===== src/rtl/ps2mct_pkg.sv =====
`timescale 1ns / 1ps
// Shared types, constants and movement decode for the PS/2 mouse cursor tracker.
package ps2mct_pkg;

    localparam int COORD_BITS_DEFAULT = 12;
    localparam int SIZE_BITS          = 13;
    localparam int CFG_INDEX_BITS     = 2;
    localparam int QUEUE_DEPTH        = 2;
    localparam int MOVE_BITS          = 11;

    localparam logic [SIZE_BITS-1:0] WIDTH_RESET  = SIZE_BITS'(640);
    localparam logic [SIZE_BITS-1:0] HEIGHT_RESET = SIZE_BITS'(480);
    localparam int POS_X_RESET = 320;
    localparam int POS_Y_RESET = 240;

    localparam logic [CFG_INDEX_BITS-1:0] CFG_SCREEN_WIDTH  = CFG_INDEX_BITS'(0);
    localparam logic [CFG_INDEX_BITS-1:0] CFG_SCREEN_HEIGHT = CFG_INDEX_BITS'(1);

    localparam int HDR_BTN_LEFT   = 0;
    localparam int HDR_BTN_RIGHT  = 1;
    localparam int HDR_BTN_MIDDLE = 2;
    localparam int HDR_SYNC       = 3;
    localparam int HDR_X_SIGN     = 4;
    localparam int HDR_Y_SIGN     = 5;
    localparam int HDR_X_OVF      = 6;
    localparam int HDR_Y_OVF      = 7;

    typedef struct packed {
        logic [7:0] header;
        logic [7:0] move_x;
        logic [7:0] move_y;
    } packet_t;

    // A negative move is the byte minus 256, except that a zero byte stays zero.
    function automatic logic signed [MOVE_BITS-1:0] decode_move(
        input logic [7:0] b,
        input logic       neg,
        input logic       ovf
    );
        logic signed [MOVE_BITS-1:0] m;
        begin
            if (!neg)
            begin
                m = $signed({3'b000, b});
                if (ovf)
                begin
                    m = m + MOVE_BITS'(255);
                end
            end
            else
            begin
                if (b == 8'd0)
                begin
                    m = '0;
                end
                else
                begin
                    m = $signed({3'b111, b});
                end
                if (ovf)
                begin
                    m = m - MOVE_BITS'(255);
                end
            end
            return m;
        end
    endfunction

endpackage


===== src/rtl/ps2mct_if.sv =====
`timescale 1ns / 1ps
// Channel interfaces: received bytes, cursor results and configuration writes.
interface ps2mct_byte_if;
    logic       valid;
    logic       ready;
    logic [7:0] rx_byte;

    modport source (output valid, output rx_byte, input ready);
    modport sink (input valid, input rx_byte, output ready);
endinterface

interface ps2mct_cursor_if #(
    parameter int COORD_BITS = ps2mct_pkg::COORD_BITS_DEFAULT
);
    logic                  valid;
    logic                  ready;
    logic [COORD_BITS-1:0] cursor_x;
    logic [COORD_BITS-1:0] cursor_y;
    logic                  button_left;
    logic                  button_right;
    logic                  button_middle;

    modport source (output valid, output cursor_x, output cursor_y, output button_left,
                    output button_right, output button_middle, input ready);
    modport sink (input valid, input cursor_x, input cursor_y, input button_left,
                  input button_right, input button_middle, output ready);
endinterface

interface ps2mct_cfg_if;
    logic                                  valid;
    logic                                  ready;
    logic [ps2mct_pkg::CFG_INDEX_BITS-1:0] index;
    logic [ps2mct_pkg::SIZE_BITS-1:0]      data;

    modport source (output valid, output index, output data, input ready);
    modport sink (input valid, input index, input data, output ready);
endinterface


===== src/rtl/ps2mct_front.sv =====
`timescale 1ns / 1ps
// Front end: drops the first byte, synchronises on headers and assembles packets.
module ps2mct_front (
    input  logic                clk,
    input  logic                rst_n,
    ps2mct_byte_if.sink         rx,
    input  logic                queue_full,
    output logic                push,
    output ps2mct_pkg::packet_t push_packet
);

    typedef enum logic [1:0] {
        PH_HEADER,
        PH_MOVE_X,
        PH_MOVE_Y
    } phase_t;

    phase_t     phase_reg;
    phase_t     phase_next;
    logic       skip_first_reg;
    logic [7:0] header_reg;
    logic [7:0] move_x_reg;
    logic       accept;

    assign rx.ready = !queue_full;
    assign accept   = rx.valid && !queue_full;

    always_comb
    begin
        phase_next = phase_reg;
        unique case (phase_reg)
            PH_HEADER:
            begin
                if (rx.rx_byte[ps2mct_pkg::HDR_SYNC])
                begin
                    phase_next = PH_MOVE_X;
                end
            end
            PH_MOVE_X: phase_next = PH_MOVE_Y;
            PH_MOVE_Y: phase_next = PH_HEADER;
            default:   phase_next = PH_HEADER;
        endcase
    end

    assign push               = accept && !skip_first_reg && (phase_reg == PH_MOVE_Y);
    assign push_packet.header = header_reg;
    assign push_packet.move_x = move_x_reg;
    assign push_packet.move_y = rx.rx_byte;

    always_ff @(posedge clk or negedge rst_n)
    begin
        if (!rst_n)
        begin
            phase_reg      <= PH_HEADER;
            skip_first_reg <= 1'b1;
            header_reg     <= '0;
            move_x_reg     <= '0;
        end
        else if (accept)
        begin
            if (skip_first_reg)
            begin
                skip_first_reg <= 1'b0;
            end
            else
            begin
                phase_reg <= phase_next;
                if (phase_reg == PH_HEADER && rx.rx_byte[ps2mct_pkg::HDR_SYNC])
                begin
                    header_reg <= rx.rx_byte;
                end
                if (phase_reg == PH_MOVE_X)
                begin
                    move_x_reg <= rx.rx_byte;
                end
            end
        end
    end

endmodule


===== src/rtl/ps2mct_queue.sv =====
`timescale 1ns / 1ps
// Short packet queue between the front end and the position update.
module ps2mct_queue (
    input  logic                clk,
    input  logic                rst_n,
    input  logic                push,
    input  ps2mct_pkg::packet_t push_packet,
    output logic                full,
    input  logic                pop,
    output logic                not_empty,
    output ps2mct_pkg::packet_t pop_packet
);

    localparam int PTR_BITS   = (ps2mct_pkg::QUEUE_DEPTH > 1) ? $clog2(ps2mct_pkg::QUEUE_DEPTH) : 1;
    localparam int COUNT_BITS = $clog2(ps2mct_pkg::QUEUE_DEPTH + 1);

    ps2mct_pkg::packet_t   entry_reg [ps2mct_pkg::QUEUE_DEPTH];
    logic [PTR_BITS-1:0]   wr_ptr_reg;
    logic [PTR_BITS-1:0]   rd_ptr_reg;
    logic [COUNT_BITS-1:0] count_reg;

    assign full       = (count_reg == COUNT_BITS'(ps2mct_pkg::QUEUE_DEPTH));
    assign not_empty  = (count_reg != '0);
    assign pop_packet = entry_reg[rd_ptr_reg];

    function automatic logic [PTR_BITS-1:0] next_ptr(input logic [PTR_BITS-1:0] p);
        begin
            if (p == PTR_BITS'(ps2mct_pkg::QUEUE_DEPTH - 1))
            begin
                return '0;
            end
            return p + PTR_BITS'(1);
        end
    endfunction

    always_ff @(posedge clk)
    begin
        if (push)
        begin
            entry_reg[wr_ptr_reg] <= push_packet;
        end
    end

    always_ff @(posedge clk or negedge rst_n)
    begin
        if (!rst_n)
        begin
            wr_ptr_reg <= '0;
            rd_ptr_reg <= '0;
            count_reg  <= '0;
        end
        else
        begin
            if (push)
            begin
                wr_ptr_reg <= next_ptr(wr_ptr_reg);
            end
            if (pop)
            begin
                rd_ptr_reg <= next_ptr(rd_ptr_reg);
            end
            if (push && !pop)
            begin
                count_reg <= count_reg + COUNT_BITS'(1);
            end
            else if (pop && !push)
            begin
                count_reg <= count_reg - COUNT_BITS'(1);
            end
        end
    end

endmodule


===== src/rtl/ps2mct_back.sv =====
`timescale 1ns / 1ps
// Back end: screen size registers, position update with clamping and the result register.
module ps2mct_back #(
    parameter int COORD_BITS = ps2mct_pkg::COORD_BITS_DEFAULT
) (
    input  logic                clk,
    input  logic                rst_n,
    ps2mct_cfg_if.sink          cfg,
    input  logic                queue_not_empty,
    input  ps2mct_pkg::packet_t queue_packet,
    output logic                pop,
    ps2mct_cursor_if.source     cursor
);

    localparam int SUM_BITS = COORD_BITS + 3;
    localparam int CMP_BITS = ((COORD_BITS > ps2mct_pkg::SIZE_BITS) ?
                               COORD_BITS : ps2mct_pkg::SIZE_BITS) + 1;
    localparam int COORD_MAX = (1 << COORD_BITS) - 1;
    localparam logic [COORD_BITS-1:0] POS_X_INIT = COORD_BITS'(
        (ps2mct_pkg::POS_X_RESET > COORD_MAX) ? COORD_MAX : ps2mct_pkg::POS_X_RESET);
    localparam logic [COORD_BITS-1:0] POS_Y_INIT = COORD_BITS'(
        (ps2mct_pkg::POS_Y_RESET > COORD_MAX) ? COORD_MAX : ps2mct_pkg::POS_Y_RESET);

    logic [ps2mct_pkg::SIZE_BITS-1:0] width_reg;
    logic [ps2mct_pkg::SIZE_BITS-1:0] height_reg;
    logic [COORD_BITS-1:0]            pos_x_reg;
    logic [COORD_BITS-1:0]            pos_y_reg;
    logic [COORD_BITS-1:0]            pos_x_next;
    logic [COORD_BITS-1:0]            pos_y_next;
    logic                             out_valid_reg;
    logic [2:0]                       buttons_reg;

    logic signed [ps2mct_pkg::MOVE_BITS-1:0] move_x;
    logic signed [ps2mct_pkg::MOVE_BITS-1:0] move_y;
    logic signed [SUM_BITS-1:0]              sum_x;
    logic signed [SUM_BITS-1:0]              sum_y;

    // Largest coordinate for a size register; zero counts as one, and a size past the
    // coordinate range counts as the full range.
    function automatic logic [COORD_BITS-1:0] size_limit(
        input logic [ps2mct_pkg::SIZE_BITS-1:0] size
    );
        logic [CMP_BITS-1:0] size_ext;
        begin
            size_ext = CMP_BITS'(size);
            if (size == '0)
            begin
                return '0;
            end
            if (size_ext > (CMP_BITS'(1) << COORD_BITS))
            begin
                return '1;
            end
            return COORD_BITS'(size - ps2mct_pkg::SIZE_BITS'(1));
        end
    endfunction

    function automatic logic [COORD_BITS-1:0] clamp_pos(
        input logic signed [SUM_BITS-1:0] p,
        input logic [COORD_BITS-1:0]      lim
    );
        logic signed [SUM_BITS-1:0] lim_ext;
        begin
            lim_ext = $signed(SUM_BITS'(lim));
            if (p < 0)
            begin
                return '0;
            end
            if (p > lim_ext)
            begin
                return lim;
            end
            return p[COORD_BITS-1:0];
        end
    endfunction

    assign cfg.ready = 1'b1;
    assign pop       = queue_not_empty && (!out_valid_reg || cursor.ready);

    always_comb
    begin
        move_x = ps2mct_pkg::decode_move(queue_packet.move_x,
                                         queue_packet.header[ps2mct_pkg::HDR_X_SIGN],
                                         queue_packet.header[ps2mct_pkg::HDR_X_OVF]);
        move_y = ps2mct_pkg::decode_move(queue_packet.move_y,
                                         queue_packet.header[ps2mct_pkg::HDR_Y_SIGN],
                                         queue_packet.header[ps2mct_pkg::HDR_Y_OVF]);
        sum_x  = $signed(SUM_BITS'(pos_x_reg)) + SUM_BITS'(move_x);
        sum_y  = $signed(SUM_BITS'(pos_y_reg)) - SUM_BITS'(move_y);
        pos_x_next = clamp_pos(sum_x, size_limit(width_reg));
        pos_y_next = clamp_pos(sum_y, size_limit(height_reg));
    end

    assign cursor.valid         = out_valid_reg;
    assign cursor.cursor_x      = pos_x_reg;
    assign cursor.cursor_y      = pos_y_reg;
    assign cursor.button_left   = buttons_reg[0];
    assign cursor.button_right  = buttons_reg[1];
    assign cursor.button_middle = buttons_reg[2];

    always_ff @(posedge clk or negedge rst_n)
    begin
        if (!rst_n)
        begin
            width_reg     <= ps2mct_pkg::WIDTH_RESET;
            height_reg    <= ps2mct_pkg::HEIGHT_RESET;
            pos_x_reg     <= POS_X_INIT;
            pos_y_reg     <= POS_Y_INIT;
            out_valid_reg <= 1'b0;
        end
        else
        begin
            if (cfg.valid)
            begin
                if (cfg.index == ps2mct_pkg::CFG_SCREEN_WIDTH)
                begin
                    width_reg <= cfg.data;
                end
                else if (cfg.index == ps2mct_pkg::CFG_SCREEN_HEIGHT)
                begin
                    height_reg <= cfg.data;
                end
            end
            if (pop)
            begin
                pos_x_reg     <= pos_x_next;
                pos_y_reg     <= pos_y_next;
                out_valid_reg <= 1'b1;
            end
            else if (cursor.ready)
            begin
                out_valid_reg <= 1'b0;
            end
        end
    end

    always_ff @(posedge clk)
    begin
        if (pop)
        begin
            buttons_reg <= {queue_packet.header[ps2mct_pkg::HDR_BTN_MIDDLE],
                            queue_packet.header[ps2mct_pkg::HDR_BTN_RIGHT],
                            queue_packet.header[ps2mct_pkg::HDR_BTN_LEFT]};
        end
    end

endmodule


===== src/rtl/ps2mct_top_doc.sv =====
`timescale 1ns / 1ps
// Top level of the PS/2 mouse cursor tracker.
//
// The rx channel takes one byte received from the mouse per transaction. The first
// byte after reset is dropped; after that, bytes form three-byte packets that start
// only on a header byte with bit 3 set, so a stray byte resynchronises the stream.
// The cursor channel delivers one transaction per complete packet: the clamped
// cursor position (zero at the top of the screen) and the three button bits.
// The cfg channel writes screen_width at index 0 and screen_height at index 1; it is
// always ready, other indexes are ignored, and writes belong to idle periods.
//
// A byte is accepted every cycle while the two-entry packet queue has room. The
// result of a packet enters the queue with its last byte and reaches the cursor
// channel through the output register; the back end's position update takes one
// packet per cycle while the receiver is ready. When the receiver stalls, the
// result stays in the output register, further packets wait in the queue, and rx
// ready falls only once the queue is full. Reset sets the screen to 640 by 480, the
// cursor to 320, 240 (limited to the coordinate range) and arms the first-byte drop.
module ps2_mouse_cursor_tracker_top #(
    parameter int COORD_BITS = ps2mct_pkg::COORD_BITS_DEFAULT
) (
    input  logic            clk,
    input  logic            rst_n,
    ps2mct_byte_if.sink     rx,
    ps2mct_cursor_if.source cursor,
    ps2mct_cfg_if.sink      cfg
);

    logic                queue_full;
    logic                queue_not_empty;
    logic                push;
    logic                pop;
    ps2mct_pkg::packet_t push_packet;
    ps2mct_pkg::packet_t pop_packet;

    ps2mct_front u_front (
        .clk         (clk),
        .rst_n       (rst_n),
        .rx          (rx),
        .queue_full  (queue_full),
        .push        (push),
        .push_packet (push_packet)
    );

    ps2mct_queue u_queue (
        .clk         (clk),
        .rst_n       (rst_n),
        .push        (push),
        .push_packet (push_packet),
        .full        (queue_full),
        .pop         (pop),
        .not_empty   (queue_not_empty),
        .pop_packet  (pop_packet)
    );

    ps2mct_back #(
        .COORD_BITS (COORD_BITS)
    ) u_back (
        .clk             (clk),
        .rst_n           (rst_n),
        .cfg             (cfg),
        .queue_not_empty (queue_not_empty),
        .queue_packet    (pop_packet),
        .pop             (pop),
        .cursor          (cursor)
    );

endmodule


===== src/flat_wrapper.sv =====
// flat-port wrapper written by rule: the top's interface ports become plain ports
module ps2_mouse_cursor_tracker_top_flat 
#(
    parameter int COORD_BITS = ps2mct_pkg::COORD_BITS_DEFAULT
)
  (clk, rst_n, rx_valid, rx_rx_byte, rx_ready, cursor_valid, cursor_cursor_x, cursor_cursor_y, cursor_button_left, cursor_button_right, cursor_button_middle, cursor_ready, cfg_valid, cfg_index, cfg_data, cfg_ready);
  ps2mct_byte_if rx_i ();
  ps2mct_cursor_if #(.COORD_BITS(COORD_BITS)) cursor_i ();
  ps2mct_cfg_if cfg_i ();
  input  logic clk;
  input  logic rst_n;
  input wire logic [$bits(rx_i.valid)-1:0] rx_valid;
  input wire logic [$bits(rx_i.rx_byte)-1:0] rx_rx_byte;
  output wire logic [$bits(rx_i.ready)-1:0] rx_ready;
  output wire logic [$bits(cursor_i.valid)-1:0] cursor_valid;
  output wire logic [$bits(cursor_i.cursor_x)-1:0] cursor_cursor_x;
  output wire logic [$bits(cursor_i.cursor_y)-1:0] cursor_cursor_y;
  output wire logic [$bits(cursor_i.button_left)-1:0] cursor_button_left;
  output wire logic [$bits(cursor_i.button_right)-1:0] cursor_button_right;
  output wire logic [$bits(cursor_i.button_middle)-1:0] cursor_button_middle;
  input wire logic [$bits(cursor_i.ready)-1:0] cursor_ready;
  input wire logic [$bits(cfg_i.valid)-1:0] cfg_valid;
  input wire logic [$bits(cfg_i.index)-1:0] cfg_index;
  input wire logic [$bits(cfg_i.data)-1:0] cfg_data;
  output wire logic [$bits(cfg_i.ready)-1:0] cfg_ready;
  assign rx_i.valid = rx_valid;
  assign rx_i.rx_byte = rx_rx_byte;
  assign rx_ready = rx_i.ready;
  assign cursor_valid = cursor_i.valid;
  assign cursor_cursor_x = cursor_i.cursor_x;
  assign cursor_cursor_y = cursor_i.cursor_y;
  assign cursor_button_left = cursor_i.button_left;
  assign cursor_button_right = cursor_i.button_right;
  assign cursor_button_middle = cursor_i.button_middle;
  assign cursor_i.ready = cursor_ready;
  assign cfg_i.valid = cfg_valid;
  assign cfg_i.index = cfg_index;
  assign cfg_i.data = cfg_data;
  assign cfg_ready = cfg_i.ready;
  ps2_mouse_cursor_tracker_top #(.COORD_BITS(COORD_BITS)) u_core (.clk(clk), .rst_n(rst_n), .rx(rx_i), .cursor(cursor_i), .cfg(cfg_i));
endmodule

===== config.mk =====
export PLATFORM = sky130hd
export DESIGN_NAME = ps2_mouse_cursor_tracker_top_flat
export DESIGN_NICKNAME = d
export VERILOG_FILES = /design/src/rtl/ps2mct_pkg.sv /design/src/rtl/ps2mct_if.sv /design/src/rtl/ps2mct_front.sv /design/src/rtl/ps2mct_queue.sv /design/src/rtl/ps2mct_back.sv /design/src/rtl/ps2mct_top_doc.sv /design/src/flat_wrapper.sv
export SDC_FILE = /design/constraint.sdc
export NUM_CORES = 1
export LEC_CHECK = 0
export BUFFER_PORTS_ARGS = -buffer_cell sky130_fd_sc_hd__buf_2
export CORE_MARGIN = 1
export CORE_UTILIZATION = 50
export DETAILED_ROUTE_END_ITERATION = 16
export GPL_ROUTABILITY_DRIVEN = 0
export HOLD_SLACK_MARGIN = 0.08
export PLACE_DENSITY_LB_ADDON = 0.05
export SETUP_SLACK_MARGIN = 0.5
export SYNTH_ARGS = -nofsm -noshare
export SYNTH_HDL_FRONTEND = slang
export SYNTH_SLANG_ARGS = --single-unit

===== constraint.sdc =====
create_clock -name clk -period 8.57 [get_ports clk]
set_input_delay 1.714 -clock clk [delete_from_list [all_inputs] [get_ports clk]]
set_output_delay 1.714 -clock clk [all_outputs]
set_load 0.02 [all_outputs]

==> flow_results.org <==
** Floorplanning
- Die ar. :: 16200 um^2
- Placeable core region :: 15300 um^2
- Site Rows :: 45
- I/O Pins :: 58
- From left edge to right edge, the die measures ~130 um.
- Initial core utilization :: 0.514
- Die H :: about 130 um

** Placed design
- Summed over all nets, the half-perimeter wirelength after detailed placement is 13200 um.
- Placed cells :: 1008
- Worst-case setup slack after placement :: 1810 ps
- PortBufs :: 56
- Placed Instance Area :: roughly 8300 um^2

** Cells and area
- For this run, the post-layout net count is 907.
- Post-route cell area :: 8890 um^2
- Max FFs per register :: 46
- Diodes inserted :: 0
- The finished layout holds approximately 1.0k standard cells, fillers aside.
- The area growth from synthesis to layout is 13.3%.
- Proportion of layout cells with a drive suffix above 1 :: 0.205
- The layout has roughly 1.3k filler cells.

** Clocking
- Counting along the longest clock path gives a buffer depth of 2.
- TritonCTS built the clock tree.
- After clock tree synthesis, the clock-pin slew on the worst setup and hold paths is 60 ps.
- CTS placed an instance of sky130_fd_sc_hd__clkbuf_16 at the clock tree root.
- At the later pin of the worst-skew pair, clock insertion delay measures 420 ps.
- The tree built by TritonCTS fans out to ~120 sinks.
- Level count of the clock H-tree :: 4
- Clock buffer count from CTS :: 17
- Post-cts repair resize count :: 0
- Hold repair after CTS inserted 0 buffers.
- Setup Fix Bufs, Post-CTS :: 0

** Worst setup path
- The worst setup path is of the reg -> reg kind.
- Worst reg2reg startpoint :: u_core.u_queue.rd_ptr_reg
- Endpoint of the worst-slack reg-to-reg timing path :: u_core.u_back.cursor.cursor_y[1]
- Origin of the worst setup path :: u_core.u_queue.rd_ptr_reg
- R2R setup slack :: 1750 ps
- Type of destination of the critical path :: flop
- Required time of the worst setup path :: 8900 ps
- Counting cells, the worst reg-to-reg path comes to 24.
- Data arrives at the worst endpoint at about 7200 ps.
- In this run the worst path has a maximum fanout of 21.
- STA classifies the critical path startpoint as a flop.

** STA
- Hold is met by approximately 470 ps.
- Total Negative Setup Slacks :: 0 ps
- Normalized max-slew margin :: 0.264
- Final cycle utilization of the critical path :: 0.796
- Based on the critical path, the design can be clocked at up to about 150 MHz.
- Final Critical Period :: 6820 ps
- Slew at the pin with the worst max-slew slack :: ~1100 ps
- Setup violations remaining at the end of the flow were counted as 0.
- Final Max Slew Viols :: 0
- For the final database, setup skew stands at 10.7 ps.
- Setup repair after global routing missed its margin :: false
- The worst path meets setup with 1750 ps of slack.
- Endpoints failing hold :: 0

** Route
- After detailed routing, the total wire length is 17600 um.
- Dividing the detail-routed via count by the number of cells gives 5.68.
- The final route contains roughly 5.9k vias.
- Once detail routing completed, the nets flagged for antenna violations numbered 0.
- DRC violation count after routing :: 0
- The first detailed-routing pass ran for 5 iterations.
- Average wire per standard cell :: 16.9 um
- For this block, the initial DRC count from the detailed router was a little under 300.

** Global route
- After global routing the overflow that remains totals 0.
- The initial antenna violation count came to 0.
- For this run, the total global-route usage over all layers was measured as 0.234.
- The number of global-route vias before repair came to 5810.
- Largest net degree at the start of global routing :: 74
- Global-route wire length before repair :: 29100 um

** Synth
- Fraction of the yosys area taken by sequential cells :: 0.422
- Number of warnings printed during yosys synthesis :: 0
- Post-Synthesis Cell Area :: 7850 um^2
- After synthesis, the share of flip-flops with an asynchronous set or reset is 0.598.
- Mean post-synth cell area :: 10.3 um^2
- Synthesized netlist cell count :: 764
- In the synthesized netlist the dominant register cell turns out to be sky130_fd_sc_hd__dfrtp_1.
- Number of nets in the synthesized netlist :: between 800 and 900
- Yosys mapped a number of flops with a built-in enable equal to between 40 and 50.
- Number of synthesized register bits :: 122
- Yosys mapped the design onto 72 distinct sky130hd cell types.

** Min path
- Hold Path End :: u_core.u_queue.entry_reg[0][14]
- Worst hold stages :: 0
- Min-Delay Startpoint :: u_core.u_front.move_x_reg[6]
- The path class of the tightest hold or removal check is reg -> reg.

** Status
- The run finished with clean final reports.

** Power
- Leakage Power :: 3.76 nW
- In this run the power density over the cells is 416 nW/um^2.
- The worst-case IR drop observed on VDD is 0.255 mV.

** Flow run
- Max Cap Violations :: 0
how the worst max path moves through the flow:
stage / endpoint / slack [ps]
floorplan: u_core.u_back.cursor.cursor_y[11] / 2940
global placement: u_core.u_back.cursor.cursor_y[10] / 2030
detailed placement: u_core.u_back.cursor.cursor_y[1] / 1810
CTS: u_core.u_back.cursor.cursor_y[10] / 1790
global route: u_core.u_back.cursor.cursor_y[10] / 1210
finish: u_core.u_back.cursor.cursor_y[1] / 1750
through the flow:
step / power (W) / utilization
after detailed placement: 0.00296 / 0.543
after global placement: 0.00289 / 0.543
after global routing: 0.00400 / 0.583
final: 0.00370 / 0.583
after CTS: 0.00371 / 0.583
after floorplan: 0.00254 / -
Yosys cell counts (all sizes together), types with 6 or more instances:
cell type	number	area [um^2]
a21oi	37	189
and2	7	43.8
buf	10	85.1
clkbuf	16	60.1
dfrtp	60	1500
dfstp	13	342
edfxtp	49	1470
ha	61	763
inv	35	131
mux2	48	544
mux2i	29	307
nand2	66	248
nand2b	6	37.5
nand3	14	70.1
nand4	18	113
nor2	59	224
nor2b	8	52.6
nor3	21	105
o21a	9	67.6
o21ai	46	241
o311ai	12	105
or2	6	37.5
xnor2	35	307
xor2	20	175
report_power, final:
group | switching, W | internal, W
combinational | 0.00117 | 0.000851
clock | 0.000281 | 0.000451
sequential | 0.000145 | 0.000802
placed cells by master (no fill, tap or decap), drive strengths merged, types with 8 or more instances in the layout:
master  netlist  routed
xnor2        35      35
ha           61      61
nor2         59      59
nor2b         8       8
inv          35      40
xor2         20      20
nand2        66      66
nand4        18      18
a21oi        37      37
mux2         48      48
buf          10      59
edfxtp       49      49
dfrtp        60      60
mux2i        29      29
nand3        14      14
nor3         21      21
o311ai       12      12
o21a          9       9
o21ai        46      46
clkbuf       16      19
dfstp        13      13
cell families after synthesis:
| logic type | share of synthesized area |
|---|---|
| compound gates | 0.122 |
| other cells | 0.000478 |
| simple gates | 0.146 |
| xor+xnor | 0.0614 |
| fa+ha+maj | 0.104 |
| buf+inv | 0.0357 |
| mux | 0.108 |
| flops | 0.422 |
critical path, cell delays in order, from the launching register on:
cell	delay (ps)
sky130_fd_sc_hd__dfrtp_1	710
sky130_fd_sc_hd__buf_4	430
sky130_fd_sc_hd__mux2i_1	430
sky130_fd_sc_hd__ha_1	290
sky130_fd_sc_hd__nand3_1	80
sky130_fd_sc_hd__or3b_4	430
sky130_fd_sc_hd__nor2_1	150
sky130_fd_sc_hd__nor2_1	70
sky130_fd_sc_hd__xnor2_1	250
sky130_fd_sc_hd__ha_1	270
sky130_fd_sc_hd__nor2b_1	80
sky130_fd_sc_hd__o31a_1	280
sky130_fd_sc_hd__o41ai_1	500
sky130_fd_sc_hd__o211ai_1	230
sky130_fd_sc_hd__nand2_1	110
sky130_fd_sc_hd__xnor2_1	140
sky130_fd_sc_hd__inv_1	70
sky130_fd_sc_hd__ha_1	320
sky130_fd_sc_hd__a211o_1	310
sky130_fd_sc_hd__a21oi_1	100
sky130_fd_sc_hd__o21ai_0	110
sky130_fd_sc_hd__o21ai_0	170
sky130_fd_sc_hd__and3_1	670
sky130_fd_sc_hd__mux2_2	410
sky130_fd_sc_hd__o22ai_1	100
metal layers:
layer  track usage  vias up  wire length [um]
li1              -     2895                 -
met1         0.296     2835              7990
met2         0.398      147              8610
met3        0.0423       29               655
met4        0.0924        0               344
met5             0        -                 0
layout make-up:
class	count	area, um^2	area share
Timing Repair Buffer	59	305	0.0343
Clock inverter	13	158	0.0177
Inverter	36	135	0.0152
Tap cell	211	264	0.0297
Clock buffer	19	453	0.0509
Sequential cell	122	3310	0.373
Multi-Input combinational cell	580	4270	0.480
No activity file was read; power rests on OpenSTA's default activity.
